===== config.mk =====
export PLATFORM = sky130hd
export DESIGN_NAME = motor_overcurrent_guard
export DESIGN_NICKNAME = d
export VERILOG_FILES = /design/src/hw/rtl/mog_pkg.sv /design/src/hw/rtl/mog_regs.sv /design/src/hw/rtl/mog_ctrl.sv /design/src/hw/rtl/mog_dp.sv /design/src/hw/rtl/motor_overcurrent_guard.sv
export SDC_FILE = /design/constraint.sdc
export NUM_CORES = 2
export LEC_CHECK = 0
export BUFFER_PORTS_ARGS = -buffer_cell sky130_fd_sc_hd__buf_2
export CORE_MARGIN = 4
export CORE_UTILIZATION = 60
export CTS_CLUSTER_DIAMETER = 60
export DETAILED_ROUTE_END_ITERATION = 8
export GPL_TIMING_DRIVEN = 0
export MAX_ROUTING_LAYER = met4
export PLACE_DENSITY = 0.79
export SKIP_LAST_GASP = 1
export SYNTH_ARGS = -nofsm -noshare
export SYNTH_HDL_FRONTEND = slang
export SYNTH_SLANG_ARGS = --single-unit
export TNS_END_PERCENT = 5

===== constraint.sdc =====
create_clock -name i_clk -period 25.2 [get_ports i_clk]
set_input_delay 0 -clock i_clk [delete_from_list [all_inputs] [get_ports i_clk]]
set_output_delay 0 -clock i_clk [all_outputs]
set_load 0.01 [all_outputs]

===== src/hw/rtl/mog_pkg.sv =====
package mog_pkg;

    localparam int REG_ADDR_W  = 6;
    localparam int REG_DATA_W  = 64;
    localparam int LANE_W      = 16;

    // register indexes, byte address is 8 * index
    localparam logic [2:0] REG_ENABLE_MASK   = 3'd0;
    localparam logic [2:0] REG_DEBOUNCE_MS   = 3'd1;
    localparam logic [2:0] REG_OBSERVE_LIMS  = 3'd2;
    localparam logic [2:0] REG_FAULT_LIMS    = 3'd3;
    localparam logic [2:0] REG_SOFT_LIMS     = 3'd4;
    localparam logic [2:0] REG_SOFT_ACTIVE   = 3'd5;

    localparam logic [15:0] PERMILLE_MAX = 16'd1000;

    // floor(x / 10) for x below 4105 as (x * 6554) >> 16
    localparam logic [25:0] DIV10_RECIP = 26'd6554;
    localparam logic [12:0] DEB_ROUND   = 13'd9;

    localparam int         DIV_STEPS = 16;
    localparam logic [3:0] DIV_LAST  = 4'(DIV_STEPS - 1);

    typedef struct packed {
        logic [3:0]  enable_mask;
        logic [11:0] debounce_ms;
        logic [63:0] observe_limits;
        logic [63:0] fault_limits;
        logic [63:0] soft_limits;
        logic        soft_active;
    } t_cfg;

    typedef enum logic [1:0] {
        ST_IDLE,
        ST_EVAL,
        ST_DIV,
        ST_WB
    } t_state;

    typedef struct packed {
        logic capture;
        logic eval;
        logic div_step;
        logic load;
    } t_dp_cmd;

    typedef struct packed {
        logic need_div;
        logic div_last;
        logic out_free;
    } t_dp_sts;

    // ceil(ms / 10), at least one, saturated at 255
    function automatic logic [7:0] deb_ticks(input logic [11:0] ms);
        logic [12:0] x;
        logic [25:0] p;
        logic [9:0]  q;
        logic [7:0]  r;
        x = 13'(ms) + DEB_ROUND;
        p = 26'(x) * DIV10_RECIP;
        q = p[25:16];
        if (q == 10'd0) begin
            r = 8'd1;
        end else if (q > 10'd255) begin
            r = 8'd255;
        end else begin
            r = q[7:0];
        end
        return r;
    endfunction

endpackage


===== src/hw/rtl/mog_regs.sv =====
module mog_regs (
    input  logic                                i_clk,
    input  logic                                i_rst_n,
    input  logic                                psel,
    input  logic                                penable,
    input  logic                                pwrite,
    input  logic [mog_pkg::REG_ADDR_W-1:0]      paddr,
    input  logic [mog_pkg::REG_DATA_W-1:0]      pwdata,
    output logic [mog_pkg::REG_DATA_W-1:0]      prdata,
    output logic                                pready,
    output mog_pkg::t_cfg                       o_cfg
);
    import mog_pkg::*;

    logic [3:0]  r_enable_mask;
    logic [11:0] r_debounce_ms;
    logic [63:0] r_observe_limits;
    logic [63:0] r_fault_limits;
    logic [63:0] r_soft_limits;
    logic        r_soft_active;
    logic        w_wr;
    logic [2:0]  w_idx;

    assign pready = 1'b1;
    assign w_wr   = psel && penable && pwrite;
    assign w_idx  = paddr[5:3];

    always_ff @(posedge i_clk) begin
        if (!i_rst_n) begin
            r_enable_mask    <= 4'hF;
            r_debounce_ms    <= 12'd0;
            r_observe_limits <= '1;
            r_fault_limits   <= '1;
            r_soft_limits    <= '0;
            r_soft_active    <= 1'b0;
        end else if (w_wr) begin
            case (w_idx)
                REG_ENABLE_MASK:  r_enable_mask    <= pwdata[3:0];
                REG_DEBOUNCE_MS:  r_debounce_ms    <= pwdata[11:0];
                REG_OBSERVE_LIMS: r_observe_limits <= pwdata;
                REG_FAULT_LIMS:   r_fault_limits   <= pwdata;
                REG_SOFT_LIMS:    r_soft_limits    <= pwdata;
                REG_SOFT_ACTIVE:  r_soft_active    <= pwdata[0];
                default: ;
            endcase
        end
    end

    always_comb begin
        case (w_idx)
            REG_ENABLE_MASK:  prdata = {60'd0, r_enable_mask};
            REG_DEBOUNCE_MS:  prdata = {52'd0, r_debounce_ms};
            REG_OBSERVE_LIMS: prdata = r_observe_limits;
            REG_FAULT_LIMS:   prdata = r_fault_limits;
            REG_SOFT_LIMS:    prdata = r_soft_limits;
            REG_SOFT_ACTIVE:  prdata = {63'd0, r_soft_active};
            default:          prdata = '0;
        endcase
    end

    assign o_cfg.enable_mask    = r_enable_mask;
    assign o_cfg.debounce_ms    = r_debounce_ms;
    assign o_cfg.observe_limits = r_observe_limits;
    assign o_cfg.fault_limits   = r_fault_limits;
    assign o_cfg.soft_limits    = r_soft_limits;
    assign o_cfg.soft_active    = r_soft_active;

endmodule


===== src/hw/rtl/mog_ctrl.sv =====
module mog_ctrl (
    input  logic              i_clk,
    input  logic              i_rst_n,
    input  logic              i_in_valid,
    output logic              o_in_ready,
    input  mog_pkg::t_dp_sts  i_sts,
    output mog_pkg::t_dp_cmd  o_cmd
);
    import mog_pkg::*;

    t_state r_state;
    t_state n_state;

    always_ff @(posedge i_clk) begin
        if (!i_rst_n) begin
            r_state <= ST_IDLE;
        end else begin
            r_state <= n_state;
        end
    end

    always_comb begin
        n_state    = r_state;
        o_in_ready = 1'b0;
        o_cmd      = '0;
        case (r_state)
            ST_IDLE: begin
                o_in_ready = 1'b1;
                if (i_in_valid) begin
                    o_cmd.capture = 1'b1;
                    n_state       = ST_EVAL;
                end
            end
            ST_EVAL: begin
                o_cmd.eval = 1'b1;
                n_state    = i_sts.need_div ? ST_DIV : ST_WB;
            end
            ST_DIV: begin
                o_cmd.div_step = 1'b1;
                if (i_sts.div_last) begin
                    n_state = ST_WB;
                end
            end
            ST_WB: begin
                // hold until the output register is free
                if (i_sts.out_free) begin
                    o_cmd.load = 1'b1;
                    n_state    = ST_IDLE;
                end
            end
            default: n_state = ST_IDLE;
        endcase
    end

endmodule


===== src/hw/rtl/mog_dp.sv =====
module mog_dp #(
    parameter int MOTORS = 4
) (
    input  logic              i_clk,
    input  logic              i_rst_n,
    input  mog_pkg::t_cfg     i_cfg,
    input  mog_pkg::t_dp_cmd  i_cmd,
    output mog_pkg::t_dp_sts  o_sts,
    input  logic [1:0]        i_motor_index,
    input  logic [15:0]       i_requested_permille,
    input  logic [15:0]       i_current_ma,
    input  logic              i_measurement_valid,
    input  logic              i_out_ready,
    output logic              o_out_valid,
    output logic [15:0]       o_drive_permille,
    output logic              o_limited,
    output logic              o_observe_over,
    output logic              o_soft_would_apply,
    output logic              o_fault_trip,
    output logic              o_ctrl_valid,
    output logic [31:0]       o_observe_count,
    output logic [31:0]       o_fault_count
);
    import mog_pkg::*;

    localparam int IW = (MOTORS > 1) ? $clog2(MOTORS) : 1;

    // captured item
    logic [1:0]  r_m;
    logic [15:0] r_req;
    logic [15:0] r_cur;
    logic        r_meas;

    // per-motor state
    logic [7:0]  r_deb  [MOTORS];
    logic [31:0] r_ocnt [MOTORS];
    logic [31:0] r_fcnt [MOTORS];

    // staged result
    logic [15:0] r_res_applied;
    logic        r_res_lim;
    logic        r_res_obs;
    logic        r_res_softw;
    logic        r_res_fault;
    logic        r_res_cv;
    logic        r_res_neg;
    logic [31:0] r_res_ocnt;
    logic [31:0] r_res_fcnt;

    // divider
    logic [15:0] r_rem;
    logic [15:0] r_quo;
    logic [3:0]  r_div_cnt;

    // output register
    logic        r_out_valid;
    logic [15:0] r_applied;
    logic        r_limited;
    logic        r_obs;
    logic        r_softw;
    logic        r_fault;
    logic        r_cv;
    logic [31:0] r_ocnt_out;
    logic [31:0] r_fcnt_out;

    logic [IW-1:0] w_idx;
    logic          w_in_range;
    logic          w_enabled;
    logic          w_cv;
    logic [15:0]   w_obs_lim;
    logic [15:0]   w_fault_lim;
    logic [15:0]   w_soft;
    logic [7:0]    w_dcount;
    logic [7:0]    w_deb_cur;
    logic [7:0]    w_deb_next;
    logic          w_over_obs;
    logic          w_over_fault;
    logic          w_softw;
    logic          w_fault;
    logic          w_obs_inc;
    logic          w_fault_inc;
    logic [31:0]   w_ocnt_next;
    logic [31:0]   w_fcnt_next;
    logic          w_need_div;
    logic [15:0]   w_mag;
    logic [31:0]   w_prod;
    logic [16:0]   w_trial;
    logic          w_q_bit;
    logic [15:0]   w_q_clamp;
    logic [15:0]   w_scaled;

    assign w_idx       = r_m[IW-1:0];
    assign w_in_range  = {1'b0, r_m} < 3'(MOTORS);
    assign w_enabled   = i_cfg.enable_mask[r_m];
    assign w_cv        = w_in_range && w_enabled && r_meas;
    assign w_obs_lim   = i_cfg.observe_limits[LANE_W*r_m +: LANE_W];
    assign w_fault_lim = i_cfg.fault_limits[LANE_W*r_m +: LANE_W];
    assign w_soft      = i_cfg.soft_limits[LANE_W*r_m +: LANE_W];
    assign w_dcount    = deb_ticks(i_cfg.debounce_ms);
    assign w_deb_cur   = w_in_range ? r_deb[w_idx] : 8'd0;

    assign w_over_obs   = r_cur > w_obs_lim;
    assign w_over_fault = r_cur > w_fault_lim;
    assign w_softw      = (w_soft != 16'd0) && (r_cur > w_soft) && (r_req != 16'd0);

    always_comb begin
        if (!w_over_fault) begin
            w_deb_next = 8'd0;
        end else if (w_deb_cur < w_dcount) begin
            w_deb_next = w_deb_cur + 8'd1;
        end else begin
            w_deb_next = w_deb_cur;
        end
    end

    assign w_fault     = w_over_fault && (w_deb_next >= w_dcount);
    assign w_obs_inc   = w_cv && w_over_obs;
    assign w_fault_inc = w_cv && w_fault;
    assign w_ocnt_next = w_in_range ? r_ocnt[w_idx] + 32'(w_obs_inc) : 32'd0;
    assign w_fcnt_next = w_in_range ? r_fcnt[w_idx] + 32'(w_fault_inc) : 32'd0;
    assign w_need_div  = w_cv && i_cfg.soft_active && w_softw;

    assign w_mag  = r_req[15] ? 16'(~r_req + 16'd1) : r_req;
    assign w_prod = 32'(w_mag) * 32'(w_soft);

    // one restoring step; remainder stays below the current
    assign w_trial = {r_rem, r_quo[15]};
    assign w_q_bit = w_trial >= {1'b0, r_cur};

    assign w_q_clamp = (r_quo > PERMILLE_MAX) ? PERMILLE_MAX : r_quo;
    assign w_scaled  = r_res_neg ? 16'(~w_q_clamp + 16'd1) : w_q_clamp;

    always_ff @(posedge i_clk) begin
        if (i_cmd.capture) begin
            r_m    <= i_motor_index;
            r_req  <= i_requested_permille;
            r_cur  <= i_current_ma;
            r_meas <= i_measurement_valid;
        end
    end

    always_ff @(posedge i_clk) begin
        if (!i_rst_n) begin
            for (int i = 0; i < MOTORS; i++) begin
                r_deb[i]  <= 8'd0;
                r_ocnt[i] <= 32'd0;
                r_fcnt[i] <= 32'd0;
            end
        end else if (i_cmd.eval && w_cv) begin
            r_deb[w_idx]  <= w_deb_next;
            r_ocnt[w_idx] <= w_ocnt_next;
            r_fcnt[w_idx] <= w_fcnt_next;
        end
    end

    always_ff @(posedge i_clk) begin
        if (i_cmd.eval) begin
            r_res_applied <= (w_in_range && w_enabled) ? r_req : 16'd0;
            r_res_lim     <= w_need_div;
            r_res_obs     <= w_obs_inc;
            r_res_softw   <= w_cv && w_softw;
            r_res_fault   <= w_fault_inc;
            r_res_cv      <= w_cv;
            r_res_neg     <= r_req[15];
            r_res_ocnt    <= w_ocnt_next;
            r_res_fcnt    <= w_fcnt_next;
            // product is below current * 2^16, so its top half seeds the remainder
            r_rem         <= {1'b0, w_prod[30:16]};
            r_quo         <= w_prod[15:0];
            r_div_cnt     <= 4'd0;
        end else if (i_cmd.div_step) begin
            r_rem     <= w_q_bit ? 16'(w_trial - {1'b0, r_cur}) : w_trial[15:0];
            r_quo     <= {r_quo[14:0], w_q_bit};
            r_div_cnt <= r_div_cnt + 4'd1;
        end
    end

    always_ff @(posedge i_clk) begin
        if (!i_rst_n) begin
            r_out_valid <= 1'b0;
        end else if (i_cmd.load) begin
            r_out_valid <= 1'b1;
        end else if (i_out_ready) begin
            r_out_valid <= 1'b0;
        end
    end

    always_ff @(posedge i_clk) begin
        if (i_cmd.load) begin
            r_applied  <= r_res_lim ? w_scaled : r_res_applied;
            r_limited  <= r_res_lim;
            r_obs      <= r_res_obs;
            r_softw    <= r_res_softw;
            r_fault    <= r_res_fault;
            r_cv       <= r_res_cv;
            r_ocnt_out <= r_res_ocnt;
            r_fcnt_out <= r_res_fcnt;
        end
    end

    assign o_sts.need_div = w_need_div;
    assign o_sts.div_last = r_div_cnt == DIV_LAST;
    assign o_sts.out_free = !r_out_valid || i_out_ready;

    assign o_out_valid        = r_out_valid;
    assign o_drive_permille   = r_applied;
    assign o_limited          = r_limited;
    assign o_observe_over     = r_obs;
    assign o_soft_would_apply = r_softw;
    assign o_fault_trip       = r_fault;
    assign o_ctrl_valid       = r_cv;
    assign o_observe_count    = r_ocnt_out;
    assign o_fault_count      = r_fcnt_out;

endmodule


===== src/hw/rtl/motor_overcurrent_guard.sv =====
// Sequence: capture in idle, evaluate, divide (only when the soft limit scales), write-back.
// One item at a time: a new input is taken only once the last result is written back;
// the 16-step restoring divider (one quotient bit a cycle) runs only for scaled items.
// A stalled output register holds the next result in its write-back state.
// Reset (synchronous, active low) clears the sequencer, output valid, per-motor
// debounce and event counters, and loads the register defaults.
module motor_overcurrent_guard #(
    parameter int MOTORS = 4
) (
    input  logic                            i_clk,
    input  logic                            i_rst_n,
    input  logic                            psel,
    input  logic                            penable,
    input  logic                            pwrite,
    input  logic [mog_pkg::REG_ADDR_W-1:0]  paddr,
    input  logic [mog_pkg::REG_DATA_W-1:0]  pwdata,
    output logic [mog_pkg::REG_DATA_W-1:0]  prdata,
    output logic                            pready,
    input  logic                            i_in_valid,
    output logic                            o_in_ready,
    input  logic [1:0]                      i_motor_index,
    input  logic signed [15:0]              i_requested_permille,
    input  logic [15:0]                     i_current_ma,
    input  logic                            i_measurement_valid,
    output logic                            o_out_valid,
    input  logic                            i_out_ready,
    output logic signed [15:0]              o_drive_permille,
    output logic                            o_limited,
    output logic                            o_observe_over,
    output logic                            o_soft_would_apply,
    output logic                            o_fault_trip,
    output logic                            o_ctrl_valid,
    output logic [31:0]                     o_observe_count,
    output logic [31:0]                     o_fault_count
);
    import mog_pkg::*;

    t_cfg        w_cfg;
    t_dp_cmd     w_cmd;
    t_dp_sts     w_sts;
    logic [15:0] w_applied;

    mog_regs u_regs (
        .i_clk   (i_clk),
        .i_rst_n (i_rst_n),
        .psel    (psel),
        .penable (penable),
        .pwrite  (pwrite),
        .paddr   (paddr),
        .pwdata  (pwdata),
        .prdata  (prdata),
        .pready  (pready),
        .o_cfg   (w_cfg)
    );

    mog_ctrl u_ctrl (
        .i_clk      (i_clk),
        .i_rst_n    (i_rst_n),
        .i_in_valid (i_in_valid),
        .o_in_ready (o_in_ready),
        .i_sts      (w_sts),
        .o_cmd      (w_cmd)
    );

    mog_dp #(
        .MOTORS (MOTORS)
    ) u_dp (
        .i_clk                (i_clk),
        .i_rst_n              (i_rst_n),
        .i_cfg                (w_cfg),
        .i_cmd                (w_cmd),
        .o_sts                (w_sts),
        .i_motor_index        (i_motor_index),
        .i_requested_permille (i_requested_permille),
        .i_current_ma         (i_current_ma),
        .i_measurement_valid  (i_measurement_valid),
        .i_out_ready          (i_out_ready),
        .o_out_valid          (o_out_valid),
        .o_drive_permille     (w_applied),
        .o_limited            (o_limited),
        .o_observe_over       (o_observe_over),
        .o_soft_would_apply   (o_soft_would_apply),
        .o_fault_trip         (o_fault_trip),
        .o_ctrl_valid         (o_ctrl_valid),
        .o_observe_count      (o_observe_count),
        .o_fault_count        (o_fault_count)
    );

    assign o_drive_permille = $signed(w_applied);

`ifndef SYNTH
    // one item at a time: no transfer in the cycle after a transfer
    a_one_in_flight: assert property (@(posedge i_clk) disable iff (!i_rst_n)
        (i_in_valid && o_in_ready) |=> !o_in_ready)
        else $error("input taken while an item is in flight");

    // flags only on a controlled measurement
    a_flags_need_cv: assert property (@(posedge i_clk) disable iff (!i_rst_n)
        (o_out_valid && !o_ctrl_valid) |->
        (!o_limited && !o_observe_over && !o_soft_would_apply && !o_fault_trip))
        else $error("flag set without a valid controlled measurement");

    // scaled drive stays within the permille clamp
    a_scaled_clamped: assert property (@(posedge i_clk) disable iff (!i_rst_n)
        (o_out_valid && o_limited) |->
        (o_drive_permille <= 16'sd1000 && o_drive_permille >= -16'sd1000))
        else $error("scaled drive outside clamp");

    // a scaled result needs the soft limit condition
    a_lim_needs_soft: assert property (@(posedge i_clk) disable iff (!i_rst_n)
        (o_out_valid && o_limited) |-> o_soft_would_apply)
        else $error("scaling without soft limit condition");
`endif

endmodule

### Word level (Yosys, flattened, before mapping)

Memory sizes are Yosys's and may differ from the RTL's. A register that Yosys moved wholly into a read port is not among the register bits.
Index checks and enable logic that the tools add are counted.

| word-level totals | value |
|---|---|
| register bits | 454 |
| memories kept | 3 |
| RAM bits | 288 |
| input port bits | 112 |

| operators by class | value |
|---|---|
| shifts and indexed selects | 3 |
| mux-type cells | 46 |
| multipliers | 2 |
| eq/ne operators | 12 |
| reduce and logical (&&, ||, !) cells | 31 |
| add/subtract/negate cells | 8 |
| bitwise logic cells | 2 |
| order comparisons | 9 |

Memory list:

| name | words | bits a word | read ports | clocked after memory_dff | write ports | line | text |
|---|---|---|---|---|---|---|---|
| u_dp.r_fcnt | 4 | 32 | 1 | 1 | 4 | mog_dp.sv:37 | `logic [31:0] r_fcnt [MOTORS];` |
| u_dp.r_ocnt | 4 | 32 | 1 | 1 | 4 | mog_dp.sv:36 | `logic [31:0] r_ocnt [MOTORS];` |
| u_dp.r_deb | 4 | 8 | 1 | 1 | 4 | mog_dp.sv:35 | `logic [7:0] r_deb [MOTORS];` |

Operators with widths:

| operator | number |
|---|---|
| case mux 64 bit (6 select lines) | 1 |
| variable part select 64 x 7 -> 16 bit | 3 |
| 2-to-1 mux 16 bit | 7 |
| adder 32 x 1 -> 32 bit | 2 |
| 2-to-1 mux 32 bit | 2 |
| OR reduction 32 bit | 2 |
| greater-than comparator 16 bit | 3 |
| 2-to-1 mux 8 bit | 5 |
| adder 16 x 1 -> 16 bit (second input constant) | 2 |
| inverter 16 bit | 2 |
| nonzero test 16 bit | 2 |
| multiplier 16 x 16 -> 31 bit | 1 |
| 2-to-1 mux 15 bit | 2 |
| multiplier 13 x 12 -> 25 bit (second input constant) | 1 |
| 2-to-1 mux 1 bit | 18 |
| 2-to-1 mux 2 bit | 9 |
| greater-or-equal comparator 17 x 16 -> 1 bit | 1 |
| greater-than comparator 16 x 10 -> 1 bit (second input constant) | 1 |
| subtractor 16 bit | 1 |
| adder 12 x 4 -> 13 bit (second input constant) | 1 |
| logical AND 1 bit | 12 |
| AND reduction 2 bit | 6 |
| greater-than comparator 10 x 8 -> 1 bit (second input constant) | 1 |
| logical NOT 10 bit | 1 |
| 22 further kinds | 27 |

### Depth between registers and ports, before layout

| depth | value |
|---|---|
| word-level depth | 13 |
| depth in mapped cells | 54 |
| mapped depth without buffers | 53 |

### Hierarchy

From an unflattened synthesis, not the netlist that was laid out.

| unflattened totals | value |
|---|---|
| cells, all modules | 4295 |
| area total of the unflattened synthesis | 46624.7 sq um |

By module, submodules not included:

| module | times used | cells an instance | sequential area each (sq um) | area each (sq um) |
|---|---|---|---|---|
| mog_dp | 1 | 3173 | 15925.3 | 36874.1 |
| mog_regs | 1 | 1097 | 4184.0 | 9536.6 |
| mog_ctrl | 1 | 25 | 40.0 | 214.0 |

### Least setup slack after synthesis

Ideal clock, no wire load.

| timing path | value |
|---|---|
| path type | flip-flop to flip-flop |
| start | register u_regs.r_debounce_ms[0] |
| end | memory u_dp.r_fcnt[1][30] (data pin) |
| library setup time | 0.265 ns |
| slack | 14.361 ns |
| arrival time | 10.574 ns |
| stages on the path, launching flop included | 52 |
| cell sequence | dfxtp_1 -> and3_1 -> o21ai_0 -> nor2_1 -> nand3_1 -> xnor2_1 -> ha_1 -> fa_1 -> fa_1 -> fa_1 -> inv_1 -> fa_1 -> inv_1 -> ha_1 -> and2_1 -> o21a_1 -> a41oi_1 -> nand4_1 -> [16 not listed] -> a21o_1 -> a21o_1 -> a21o_1 -> a21o_1 -> a21oi_1 -> nor2b_1 -> o21ai_0 -> nor2_1 -> ha_1 -> ha_1 -> and3_1 -> clkbuf_1 -> nor2b_4 -> nand2_1 -> inv_1 -> and4_4 -> xnor2_2 -> nor2_1 |

RTL lines:

| element | line | text |
|---|---|---|
| start, declared | mog_regs.sv:16 | `logic [11:0] r_debounce_ms;` |
| start signal, assigned | mog_regs.sv:39 | `REG_DEBOUNCE_MS: r_debounce_ms <= pwdata[11:0];` |
| end, declared | mog_dp.sv:37 |  |

==> impl_metrics.py <==
metrics = {
    "floorplanning": {
        "start_util_pct": 60.5,
        "rows": 101,
        "core_area_sq_um": 75900,
        "die-area_sq_um": 81100,
        "die_h_microns": 285,
        "num_io_pins": 264,
        "dieWidth_microns": 285,
    },
    "logic_synthesis": {
        "syn_area_per_cell_sq_um": 10.6,
        "syn_nets": 4981,
        "synth_seq_cells": 744,
        "synth_ff_type": "edfxtp_1",
        "ys_types": 85,
        "syn_area_sq_um": 46000,
        "synth_edf_count": 525,
        "yosysSeqAreaShare_pct": 43.8,
        "synth-warning-count": 0,
        "synth-async-reset-ratio_pct": 0,
        "synthCells": 4353,
    },
    "clocking": {
        "cts_buffers": 82,
        "clkTransAtPathRegs_ns": 0.07,
        "cts_max_level": 3,
        "clockRootBuffer": "clkbuf_16",
        "cts_tree": "done",
        "clk_latency_ns": 0.64,
        "cts_buffer_depth": 3,
        "post_cts_resized": 0,
        "cts_sinks": 744,
        "post_cts_buffers": 0,
    },
    "critical_path": {
        "critPathCaptureType": "flip-flop",
        "cp-start-kind": "flip-flop",
        "slowest_stage": "fa_1",
        "rr_startpoint": "u_regs.r_debounce_ms[0]",
        "crit_path_end": "u_dp.r_fcnt[2][24]",
        "crit_top_cell": "a21o_1",
        "required_ns": 25.56,
        "slowest_delay_ns": 0.56,
        "crit_type": "flip-flop to flip-flop",
        "cp.arrival_ns": 13.57,
        "r2r_end": "u_dp.r_fcnt[2][24]",
        "startpoint": "u_regs.r_debounce_ms[0]",
        "cp_max_fo": 9,
        "reg2reg_depth": 51,
        "reg2reg_slack_ns": 12.00,
    },
    "route": {
        "firstDrtPassIters": 7,
        "ant_nets": 0,
        "finalWirelength_mm": 135,
        "route.vias.total": 34897,
        "drtIter0Drc": 3950,
        "avgRoutedWirePerCell_microns": 22.8,
        "drc_errors": 0,
        "vias_per_cell": 5.91,
    },
    "global_routing": {
        "use_met2_pct": 53.0,
        "use_met1_pct": 43.4,
        "grt_max_degree": 58,
        "grt_use_total_pct": 34.2,
        "top_usage_layer": "met2",
        "grt_use_met3_pct": 6.69,
        "overflow": 0,
        "grt_pass1_wl_mm": 206,
        "antenna_found_initial": 3,
        "grt_pass1_vias": 34836,
    },
    "timing": {
        "finalCritPeriodShare_pct": 52.4,
        "finalHoldViolations": 0,
        "fmax_ghz": 0.0757,
        "period_needed_ns": 13.20,
        "maxSlewHeadroom_pct": 8.16,
        "tns_ns": 0,
        "drv_slew": 0,
        "fin_ws_ns": 12.00,
        "rsz0062_at_grt": "false",
        "setup_viol": 0,
        "worst_pin_slew_ns": 1.37,
        "fin_worst_skew_ns": 0.0411,
    },
    "finish": {
        "nets": 5435,
        "finish.utilization_pct": 69.4,
        "drive_gt1_share_pct": 12.4,
        "syn_to_final_growth_pct": 14.6,
        "final_common_cell": "nand2_1",
        "layout_common_cells": "712 x nand2_1, 525 x edfxtp_1, 481 x nor2_1",
    },
    "placement": {
        "place_ws_ns": 12.43,
        "place_hpwl_mm": 98.8,
        "place.gp.congestion": 1.07,
        "port_buffers": 258,
    },
    "run_status": {
        "status": "finished clean",
    },
    "pwr": {
        "internal_power_mw": 2.88,
        "seqPwrFrac_pct": 36.2,
        "pwr-share-clk_pct": 27.9,
        "power_frac_comb_pct": 36.0,
        "total_power_mw": 4.51,
        "p_leak_nw": 23.1,
        "switching_share_pct": 36.1,
        "irDropWorstVdd_v": 0.0000636,
        "power.density_nw_per_um2": 85.5,
        "p_sw_mw": 1.63,
    },
    "job": {
        "cap_viol_max_count": 0,
    },
    "worst_hold_path": {
        "hold_path.class": "input port to flip-flop",
    },
}
-- critical path, delay by kind of cell, from the launching register on --
| family | cells | cell delay (ns) |
|---|---|---|
| buffers and inverters | 4 | 0.39 |
| XOR/XNOR | 2 | 1.00 |
| multiplexers | 2 | 0.98 |
| flip-flops | 1 | 0.53 |
| AND/OR/NAND/NOR | 16 | 2.57 |
| adder cells (fa/ha/maj) | 10 | 4.01 |
| AO/OA/AOI/OAI | 17 | 3.44 |
-- sequential cells by signal, indices dropped and copies added, names as in the netlist, 32 cells and up, named ones only --
name	cells
u_dp.r_deb	32
u_regs.r_fault_limits	64
u_dp.o_fault_count	32
u_dp.r_res_ocnt	32
u_dp.r_fcnt	128
u_dp.r_res_fcnt	32
u_regs.r_observe_limits	64
u_regs.r_soft_limits	64
u_dp.o_observe_count	32
u_dp.r_ocnt	128
-- per-stage QoR --
stage	hold slack (ns)	instances	instance area (sq um)
6_report	0.0693	5907	52700
5_1_grt	0.0560	5906	52700
4_1_cts	0.0397	5904	52700
3_5_place_dp	0.178	5650	48800
3_3_place_gp	0.176	5641	48500
2_1_floorplan	0.0989	4353	46000
-- power groups by stage --
stage / clock network (mW) / registers [mW] / logic, mW
floorplan: 0 / 1.63 / 1.11
global placement: 0 / 1.66 / 1.52
detailed placement: 0 / 1.65 / 1.57
CTS: 1.26 / 1.63 / 1.60
global route: 1.31 / 1.64 / 1.78
finish: 1.26 / 1.63 / 1.62
-- cell usage after synthesis (all sizes together) (4+ instances only) --
library cell	number	area [sq um]
dfxtp	219	4380
a21oi	78	390
mux2	28	315
a221oi	4	41.3
nor2	481	1810
edfxtp	525	15800
and4	4	40.0
buf	48	279
clkbuf	158	593
a211oi	9	77.6
xor2	73	639
a31oi	9	56.3
and2	49	307
nand4	27	169
a211o	4	35.0
a21o	47	353
fa	235	4700
mux4	117	2650
a21boi	71	537
or2	7	46.3
mux2i	93	935
inv	460	1730
and3	29	191
o21ai	134	671
nand3	172	876
nand2b	28	183
nor3	26	158
o211ai	9	67.6
or3	7	43.8
or4	8	60.1
o21bai	4	30.0
xnor2	87	800
o21a	21	158
nor4	7	58.8
nand2	716	2690
nor2b	38	245
ha	281	3520
-- final cells by class --
type | instances | area, sq um
clock buffers | 102 | 2190
plain buffers | 206 | 872
clock inverters | 49 | 636
flip-flops and latches | 744 | 20100
multi-input cells | 2941 | 23300
inverters | 462 | 1730
diodes | 3 | 7.51
repair buffers | 370 | 2540
well taps | 1030 | 1290
fillers | 5472 | 23300
-- how the worst min path moves through the flow --
stage | start | endpoint | slack [ns] | cells past startpoint
detailed placement | i_current_ma[15] | u_dp.r_cur[15] | 0.18 | 1
finish | i_current_ma[0] | u_dp.r_cur[0] | 0.07 | 2
global placement | i_requested_permille[2] | u_dp.r_req[2] | 0.18 | 1
global route | i_current_ma[0] | u_dp.r_cur[0] | 0.06 | 2
CTS | i_requested_permille[12] | u_dp.r_req[12] | 0.04 | 2
floorplan | i_current_ma[0] | u_dp.r_cur[0] | 0.1 | 0
-- logic make-up (layout without fill, tap and decap cells) --
group | count (synthesis) | in the layout | synth area share (%)
AO/OA/AOI/OAI | 423 | 423 | 5.94
XOR/XNOR | 160 | 160 | 3.13
adder cells (fa/ha/maj) | 516 | 516 | 17.9
buffers and inverters | 668 | 1189 | 5.67
flip-flops | 744 | 744 | 43.8
multiplexers | 238 | 238 | 8.49
other | 1 | 4 | 0.00816
AND/OR/NAND/NOR | 1603 | 1603 | 15.0
-- per-layer routing --
metal	up-vias	routed length [microns]
met5	-	0
met4	0	8310
met3	439	14200
met2	2030	62200
met1	16794	50100
li1	15634	-
-- repair_timing --
| item | in CTS | in global routing |
|---|---|---|
| endpoints found under the hold margin | 249 | 0 |
| hold buffers | 103 | 0 |
| setup endpoints to repair | 0 | 0 |
Power figures use the tool's default switching activity.
